### src/scbrb_pkg.sv
package scbrb_pkg;

    // Fixed field widths
    localparam int CMD_W  = 2;
    localparam int BYTE_W = 8;
    localparam int CNT_W  = 9;
    localparam int STAT_W = 2;

    // Largest value that the count fields can carry
    localparam int CNT_MAX = (2 ** CNT_W) - 1;

    // Default ring depth
    localparam int DEPTH_DEF = 256;

    // Command codes
    localparam logic [CMD_W-1:0] CMD_PUT    = 2'd0;
    localparam logic [CMD_W-1:0] CMD_GET    = 2'd1;
    localparam logic [CMD_W-1:0] CMD_COMMIT = 2'd2;

    // Status codes
    localparam logic [STAT_W-1:0] ST_OK        = 2'd0;
    localparam logic [STAT_W-1:0] ST_FULL      = 2'd1;
    localparam logic [STAT_W-1:0] ST_EMPTY     = 2'd2;
    localparam logic [STAT_W-1:0] ST_NO_COMMIT = 2'd3;

    // Register port widths
    localparam int APB_ADDR_W = 2;
    localparam int APB_DATA_W = 32;

    // Outcome of one transaction, handed from the control unit to the top
    typedef struct packed {
        logic [STAT_W-1:0] status;
        logic              rd_ok;
        logic [CNT_W-1:0]  count;
    } t_result;

endpackage

### src/staged_commit_byte_ring_buffer.sv
// Staged-commit byte ring buffer.
// Commands arrive on the slave stream: s_tuser carries the command (put, get
// or commit) and s_tdata the byte to store on a put. Each input transaction
// produces exactly one result transaction on the master stream: m_tuser
// carries the status, m_tdata the byte read by a successful get (zero
// otherwise) together with the committed byte count after the command.
// Puts and gets only move working pointers and pending counters; a commit
// publishes pending puts (or, if there are none, pending gets) to the
// committed pointers and count, discards the other kind and reloads the
// working pointers.
// The APB port holds one register, size_in_use, the number of ring entries
// in use; it should be written only while the block is idle.
// Each result is registered as its input is taken, and one transaction is
// taken every cycle unless the receiver stalls: all pointer and count
// updates are single increments and compares; the store has one registered read port.
// When the receiver stalls the result is held in the output register and
// the input is held off until that result is taken.
// Reset empties the buffer and sets size_in_use to the full depth; the byte
// store itself is not cleared, so a get of an entry never written reads undefined data.
module staged_commit_byte_ring_buffer
    import scbrb_pkg::*;
#(
    parameter int DEPTH = DEPTH_DEF
) (
    input  logic                  i_clk,
    input  logic                  i_rst_n,
    // Input stream
    input  logic                  s_tvalid,
    output logic                  s_tready,
    input  logic [7:0]            s_tdata,   // [7:0] write_byte
    input  logic [1:0]            s_tuser,   // [1:0] cmd
    // Result stream
    output logic                  m_tvalid,
    input  logic                  m_tready,
    output logic [23:0]           m_tdata,   // [7:0] read_data, [16:8] committed_bytes
    output logic [1:0]            m_tuser,   // [1:0] status
    // Configuration port
    input  logic                  psel,
    input  logic                  penable,
    input  logic                  pwrite,
    input  logic [APB_ADDR_W-1:0] paddr,
    input  logic [APB_DATA_W-1:0] pwdata,
    output logic [APB_DATA_W-1:0] prdata,
    output logic                  pready
);

    localparam int PW = $clog2(DEPTH);

    logic [CNT_W-1:0]  r_size;
    logic [CNT_W-1:0]  r_eff;
    logic [CNT_W-1:0]  n_eff;
    logic              r_valid;
    t_result           r_res;

    logic              w_accept;
    logic              w_cfg_wr;
    t_result           w_result;
    logic              w_mem_we;
    logic [PW-1:0]     w_mem_waddr;
    logic              w_mem_re;
    logic [PW-1:0]     w_mem_raddr;
    logic [BYTE_W-1:0] w_rdata;

    // Configuration. There is a single register, so the whole (word) address
    // decodes to it. The effective size is worked out once at write time:
    // zero acts as one and anything above the depth acts as the depth.
    assign pready   = 1'b1;
    assign w_cfg_wr = psel && penable && pwrite && pready;
    assign prdata   = {{(APB_DATA_W-CNT_W){1'b0}}, r_size} | APB_DATA_W'(paddr & '0);

    always_comb begin
        if (pwdata[CNT_W-1:0] == '0) begin
            n_eff = CNT_W'(1);
        end else if (32'(pwdata[CNT_W-1:0]) > 32'(DEPTH)) begin
            n_eff = CNT_W'(DEPTH);
        end else begin
            n_eff = pwdata[CNT_W-1:0];
        end
    end

    always_ff @(posedge i_clk) begin
        if (!i_rst_n) begin
            r_size <= CNT_W'(DEPTH);
            r_eff  <= (DEPTH > CNT_MAX) ? CNT_W'(CNT_MAX) : CNT_W'(DEPTH);
        end else if (w_cfg_wr) begin
            r_size <= pwdata[CNT_W-1:0];
            r_eff  <= n_eff;
        end
    end

    // A new transaction is taken whenever the output register is free or is
    // being emptied in the same cycle.
    assign s_tready = !r_valid || m_tready;
    assign w_accept = s_tvalid && s_tready;

    scbrb_ctrl #(
        .DEPTH (DEPTH)
    ) u_ctrl (
        .i_clk       (i_clk),
        .i_rst_n     (i_rst_n),
        .i_eff_size  (r_eff),
        .i_accept    (w_accept),
        .i_cmd       (s_tuser),
        .o_mem_we    (w_mem_we),
        .o_mem_waddr (w_mem_waddr),
        .o_mem_re    (w_mem_re),
        .o_mem_raddr (w_mem_raddr),
        .o_result    (w_result)
    );

    scbrb_mem #(
        .DEPTH (DEPTH)
    ) u_mem (
        .i_clk   (i_clk),
        .i_we    (w_mem_we),
        .i_waddr (w_mem_waddr),
        .i_wdata (s_tdata),
        .i_re    (w_mem_re),
        .i_raddr (w_mem_raddr),
        .o_rdata (w_rdata)
    );

    // Output register. The read byte sits in the memory's read register,
    // which only changes on a successful get, so it holds across a stall.
    always_ff @(posedge i_clk) begin
        if (!i_rst_n) begin
            r_valid <= 1'b0;
        end else if (w_accept) begin
            r_valid <= 1'b1;
        end else if (m_tready) begin
            r_valid <= 1'b0;
        end
    end

    always_ff @(posedge i_clk) begin
        if (w_accept) begin
            r_res <= w_result;
        end
    end

    assign m_tvalid = r_valid;
    assign m_tuser  = r_res.status;
    assign m_tdata  = {7'd0, r_res.count, (r_res.rd_ok ? w_rdata : BYTE_W'(0))};

endmodule

### src/scbrb_mem.sv
module scbrb_mem
    import scbrb_pkg::*;
#(
    parameter int DEPTH = DEPTH_DEF
) (
    input  logic                     i_clk,
    input  logic                     i_we,
    input  logic [$clog2(DEPTH)-1:0] i_waddr,
    input  logic [BYTE_W-1:0]        i_wdata,
    input  logic                     i_re,
    input  logic [$clog2(DEPTH)-1:0] i_raddr,
    output logic [BYTE_W-1:0]        o_rdata
);

    logic [BYTE_W-1:0] r_store [DEPTH];
    logic [BYTE_W-1:0] r_rdata;

    always_ff @(posedge i_clk) begin
        if (i_we) begin
            r_store[i_waddr] <= i_wdata;
        end
    end

    // Read data is held until the next read so that a stalled result stays put.
    always_ff @(posedge i_clk) begin
        if (i_re) begin
            r_rdata <= r_store[i_raddr];
        end
    end

    assign o_rdata = r_rdata;

endmodule

### src/scbrb_ctrl.sv
module scbrb_ctrl
    import scbrb_pkg::*;
#(
    parameter int DEPTH = DEPTH_DEF
) (
    input  logic                     i_clk,
    input  logic                     i_rst_n,
    input  logic [CNT_W-1:0]         i_eff_size,
    input  logic                     i_accept,
    input  logic [CMD_W-1:0]         i_cmd,
    output logic                     o_mem_we,
    output logic [$clog2(DEPTH)-1:0] o_mem_waddr,
    output logic                     o_mem_re,
    output logic [$clog2(DEPTH)-1:0] o_mem_raddr,
    output t_result                  o_result
);

    localparam int PW    = $clog2(DEPTH);
    localparam int CLAMP = (DEPTH > CNT_MAX) ? CNT_MAX : DEPTH;

    logic [PW-1:0]    r_cwp, n_cwp;
    logic [PW-1:0]    r_crp, n_crp;
    logic [PW-1:0]    r_wwp, n_wwp;
    logic [PW-1:0]    r_wrp, n_wrp;
    logic [CNT_W-1:0] r_count, n_count;
    logic [CNT_W-1:0] r_pp, n_pp;
    logic [CNT_W-1:0] r_pg, n_pg;

    logic [CNT_W:0]   w_sum;
    logic             w_put_ok;
    logic             w_get_ok;

    // Step a pointer, wrapping to zero once it reaches the size in use.
    function automatic logic [PW-1:0] f_adv(input logic [PW-1:0] p,
                                            input logic [CNT_W-1:0] eff);
        logic [PW:0] nx;
        nx = {1'b0, p} + (PW+1)'(1);
        if (32'(nx) >= 32'(eff)) begin
            return '0;
        end
        return nx[PW-1:0];
    endfunction

    assign w_sum    = {1'b0, r_count} + {1'b0, r_pp};
    assign w_put_ok = (w_sum < {1'b0, i_eff_size});
    assign w_get_ok = (r_pg < r_count);

    always_comb begin
        n_cwp   = r_cwp;
        n_crp   = r_crp;
        n_wwp   = r_wwp;
        n_wrp   = r_wrp;
        n_count = r_count;
        n_pp    = r_pp;
        n_pg    = r_pg;
        o_result.status = ST_OK;
        o_result.rd_ok  = 1'b0;
        case (i_cmd)
            CMD_PUT: begin
                if (w_put_ok) begin
                    n_wwp = f_adv(r_wwp, i_eff_size);
                    n_pp  = r_pp + CNT_W'(1);
                end else begin
                    o_result.status = ST_FULL;
                end
            end
            CMD_GET: begin
                if (w_get_ok) begin
                    n_wrp = f_adv(r_wrp, i_eff_size);
                    n_pg  = r_pg + CNT_W'(1);
                    o_result.rd_ok = 1'b1;
                end else begin
                    o_result.status = ST_EMPTY;
                end
            end
            CMD_COMMIT: begin
                if (r_pp != '0) begin
                    // Staged puts take precedence; staged gets are dropped.
                    if (w_sum > (CNT_W+1)'(CLAMP)) begin
                        n_count = CNT_W'(CLAMP);
                    end else begin
                        n_count = w_sum[CNT_W-1:0];
                    end
                    n_cwp = r_wwp;
                end else if (r_pg != '0) begin
                    n_count = (r_pg <= r_count) ? (r_count - r_pg) : '0;
                    n_crp   = r_wrp;
                end else begin
                    o_result.status = ST_NO_COMMIT;
                end
                n_pp  = '0;
                n_pg  = '0;
                n_wwp = n_cwp;
                n_wrp = n_crp;
            end
            default: begin
            end
        endcase
        o_result.count = n_count;
    end

    always_ff @(posedge i_clk) begin
        if (!i_rst_n) begin
            r_cwp   <= '0;
            r_crp   <= '0;
            r_wwp   <= '0;
            r_wrp   <= '0;
            r_count <= '0;
            r_pp    <= '0;
            r_pg    <= '0;
        end else if (i_accept) begin
            r_cwp   <= n_cwp;
            r_crp   <= n_crp;
            r_wwp   <= n_wwp;
            r_wrp   <= n_wrp;
            r_count <= n_count;
            r_pp    <= n_pp;
            r_pg    <= n_pg;
        end
    end

    assign o_mem_we    = i_accept && (i_cmd == CMD_PUT) && w_put_ok;
    assign o_mem_waddr = r_wwp;
    assign o_mem_re    = i_accept && (i_cmd == CMD_GET) && w_get_ok;
    assign o_mem_raddr = r_wrp;

endmodule

### config.mk
export PLATFORM = sky130hd
export DESIGN_NAME = staged_commit_byte_ring_buffer
export DESIGN_NICKNAME = d
export VERILOG_FILES = /design/src/scbrb_pkg.sv /design/src/staged_commit_byte_ring_buffer.sv /design/src/scbrb_mem.sv /design/src/scbrb_ctrl.sv
export SDC_FILE = /design/constraint.sdc
export NUM_CORES = 2
export LEC_CHECK = 0
export BUFFER_PORTS_ARGS = -buffer_cell sky130_fd_sc_hd__buf_2
export CORE_UTILIZATION = 35
export DETAILED_ROUTE_END_ITERATION = 8
export GPL_ROUTABILITY_DRIVEN = 0
export HOLD_SLACK_MARGIN = 0.1
export MAX_ROUTING_LAYER = met4
export SLEW_MARGIN = 20
export SYNTH_ARGS = -nofsm -noshare
export SYNTH_HDL_FRONTEND = slang
export SYNTH_HIERARCHICAL = 1
export SYNTH_SLANG_ARGS = --single-unit
### constraint.sdc
create_clock -name i_clk -period 4.7 [get_ports i_clk]
set_input_delay 0 -clock i_clk [delete_from_list [all_inputs] [get_ports i_clk]]
set_output_delay 0 -clock i_clk [all_outputs]
set_load 0.005 [all_outputs]
==> metrics.csv <==
metric;value;unit
dieArea;247000;um^2
power.total;39.9;mW
path_depth;19;
crit_buf_inv;5;
dp_hpwl;134000;um
critPathMaxFanout;20;
worstMarginPinSlew;1.22;ns
dr.pass1.iters;6;
max_stage_delay;0.39;ns
clk_latency;0.87;ns
synthArstFlopShare;0;%
synth_edf_count;2068;
synth.avg_cell_area;19.2;um^2
fin_hold_ws;0.191;ns
crit_slowest_cell;dfxtp_1;
ys_seq_area_share;74.3;%
drive_gt1_share;25.5;%
path_class;flop to flop;
dieWidth;497;um
leakagePower;31.2;nW
fillCellCount;21400;
drtIter0Drc;4976;
timing.final.crit_share;95.9;%
critPathCaptureType;flop;
synthTopCellsByArea;edfxtp_1 (72%), mux4_2 (12%), dfxtp_1 (1.8%);
rsz0062_at_grt;false;
grt_use_total;18.0;%
drc;0;
clock-sinks;2146;
status;completed;
finalMaxSlewViolations;0;
finalClockSkew;0.0656;ns
multi_input_area;20200;um^2
grt_max_degree;217;
regToRegEndpoint;u_mem/r_store[197][5]$_DFFE_PP_;
powerDensity;399;nW/um^2
fin_crit;4.51;ns
grt-ovfl-total;0;
syn-cell-area;85700;um^2
syn_to_final_growth;16.5;%
instances_no_fill;8393;
io_pins;112;
core-area;243000;um^2
num_vias;45500;
cts_tree;built;
fin_tns_setup;0;ns
postRouteAntennaNets;0;
wl;216000;um
clk_pin_slew;0.06;ns
drt-wirelength-per-cell;25.8;um
critical_path.cell_chain;ha_1 > inv_1 > fa_1 > nor2b_1 > o2111ai_1 > and2_1 > nand2_1 > xor2_2 > ha_1 > o21a_1 > o21ai_0 > a31oi_1 > or2_2 > inv_1 > buf_12 > nand4_1 > buf_6 > nor2_1 > buf_4;
postCtsSetupBuffers;0;
synth_ff_type;edfxtp_1;
yosysMostFrequentCell;edfxtp_1;
htreeDepth;4;
std_cell_rows;181;
max_cap_violations;0;
die_y;497;um
synth_top_area_cell;edfxtp_1;
crit_end;u_mem/r_store[197][5]$_DFFE_PP_;
crit_arrival;5.05;ns
reg2reg_depth;19;
slew_headroom;18.9;%
rrSetupSlack;0.19;ns
critPathTopFamily;simple AND/OR/NAND/NOR gates;
cp_data_required_time;5.24;ns
ys_warn_count;6;
via_per_inst;5.42;
synthDominantCellAreaShare;72.5;%
seq_area;63700;um^2
reg2reg_from;u_ctrl/r_count[0]$_SDFFE_PN0P_;
min_path_type;input port to flop;
dp.cells;7943;
syn_inst;4469;
antenna_found_initial;7;
cts_made_buffers;210;
clock.fmax;222;MHz
grt_pass1_vias;44900;
peakVddDrop;0.389;mV
synth_common_cells;edfxtp_1 (2068), mux4_2 (454), nor2_1 (328);
io_buffers;55;
start_util;35.2;%
design_area;99800;um^2
clock_path_buffers;3;
clockRootBuffer;clkbuf_16;
ys_ff_latch;2146;
layout.nets;5116;
placed_cell_area;92300;um^2
grt_pass1_wl;314000;um
cp-startpoint;u_ctrl/r_count[0]$_SDFFE_PN0P_;
hold_viol_final;0;
setup_violations;0;
worstSetupStartpointType;flop;
post_synth_num_cell_types;88;
-- sequential cells by signal, summed over array words and instances (netlist names) --
| signal | flops |
|---|---|
| u_ctrl/r_pg | 9 |
| u_ctrl/o_mem_raddr | 8 |
| m_tvalid | 1 |
| u_mem/r_store | 2048 |
| r_res | 1 |
| u_ctrl/o_mem_waddr | 8 |
| u_ctrl/r_cwp | 8 |
| m_tdata | 9 |
| m_tuser | 2 |
| u_ctrl/r_count | 9 |
| u_ctrl/r_crp | 8 |
| r_size | 9 |
| u_ctrl/r_pp | 9 |
| u_mem/o_rdata | 8 |
| r_eff | 9 |
-- cell usage in the layout, fill, tap and decap left out, types with 46 or more instances in the layout --
cell type / count
ha_1: 50
nor2_1: 325
buf_4: 455
dlygate4sd3_1: 60
buf_2: 47
clkbuf_16: 211
o221ai_1: 46
nand3_1: 58
a22oi_1: 138
nand2_1: 124
mux4_2: 454
dfxtp_1: 72
clkinv_1: 57
edfxtp_1: 2068
mux2i_1: 134
a21oi_1: 149
-- power by group --
part	total, mW	internal [mW]	switching (mW)
registers	21.0	21.0	0.0405
logic	2.03	0.815	1.22
clock network	16.8	9.54	7.26
-- worst min path at each step --
stage / startpoint / endpoint / slack [ns] / cells after the start
after global routing: s_tdata[5] / u_mem/r_store[226][5]$_DFFE_PP_ / 0.17 / 2
after global placement: s_tvalid / m_tvalid$_SDFFE_PN0P_ / 0.26 / 3
final: s_tdata[5] / u_mem/r_store[226][5]$_DFFE_PP_ / 0.19 / 2
after detailed placement: pwdata[4] / r_size[4]$_SDFFE_PN0P_ / 0.27 / 3
after floorplan: s_tdata[0] / u_mem/r_store[0][0]$_DFFE_PP_ / 0.1 / 0
after CTS: pwrite / r_eff[7]$_SDFFE_PN0P_ / 0.11 / 5
-- metrics by stage --
step / setup WS [ns] / utilization (%)
3_3_place_gp: 0.182 / 38.0
4_1_cts: 0.132 / 41.0
2_1_floorplan: 0.233 / -
3_5_place_dp: 0.176 / 38.0
6_report: 0.193 / 41.0
5_1_grt: 0.0161 / 41.0
-- logic make-up after synthesis --
family	Yosys count	share of synthesized area [%]
muxes	591	13.6
other	2	0.00876
buffers and inverters	337	2.36
adders and majority gates	52	0.777
AOI/OAI and AO/OA	595	4.85
DFF	2146	74.3
xor gates and xnor gates	26	0.266
and+or+nand+nor	720	3.87
-- routing by layer --
| metal | global-route usage (%) | wire [um] | vias up |
|---|---|---|---|
| met4 | 5.17 | 5870 | 0 |
| met5 | - | 0 | - |
| met3 | 2.64 | 14800 | 325 |
| li1 | - | - | 19400 |
| met1 | 24.4 | 91600 | 24000 |
| met2 | 28.1 | 104000 | 1776 |
-- repair_timing --
| item | 4_1_cts | 5_1_grt |
|---|---|---|
| resized for setup | 0 | 2 |
| endpoints found under the setup margin | 0 | 45 |
| hold buffers | 60 | 0 |
| endpoints found under the hold margin | 1097 | 0 |
-- area by class of cell --
class | instances | share of cell area, %
diodes | 3 | 0.00752
repair buffers | 599 | 4.95
well taps | 3202 | 4.01
clock inverters | 135 | 1.46
multi-input cells | 2015 | 20.2
clock buffers | 252 | 5.44
flip-flops and latches | 2146 | 63.8
inverters | 41 | 0.155
Power figures use the tool's default switching activity.
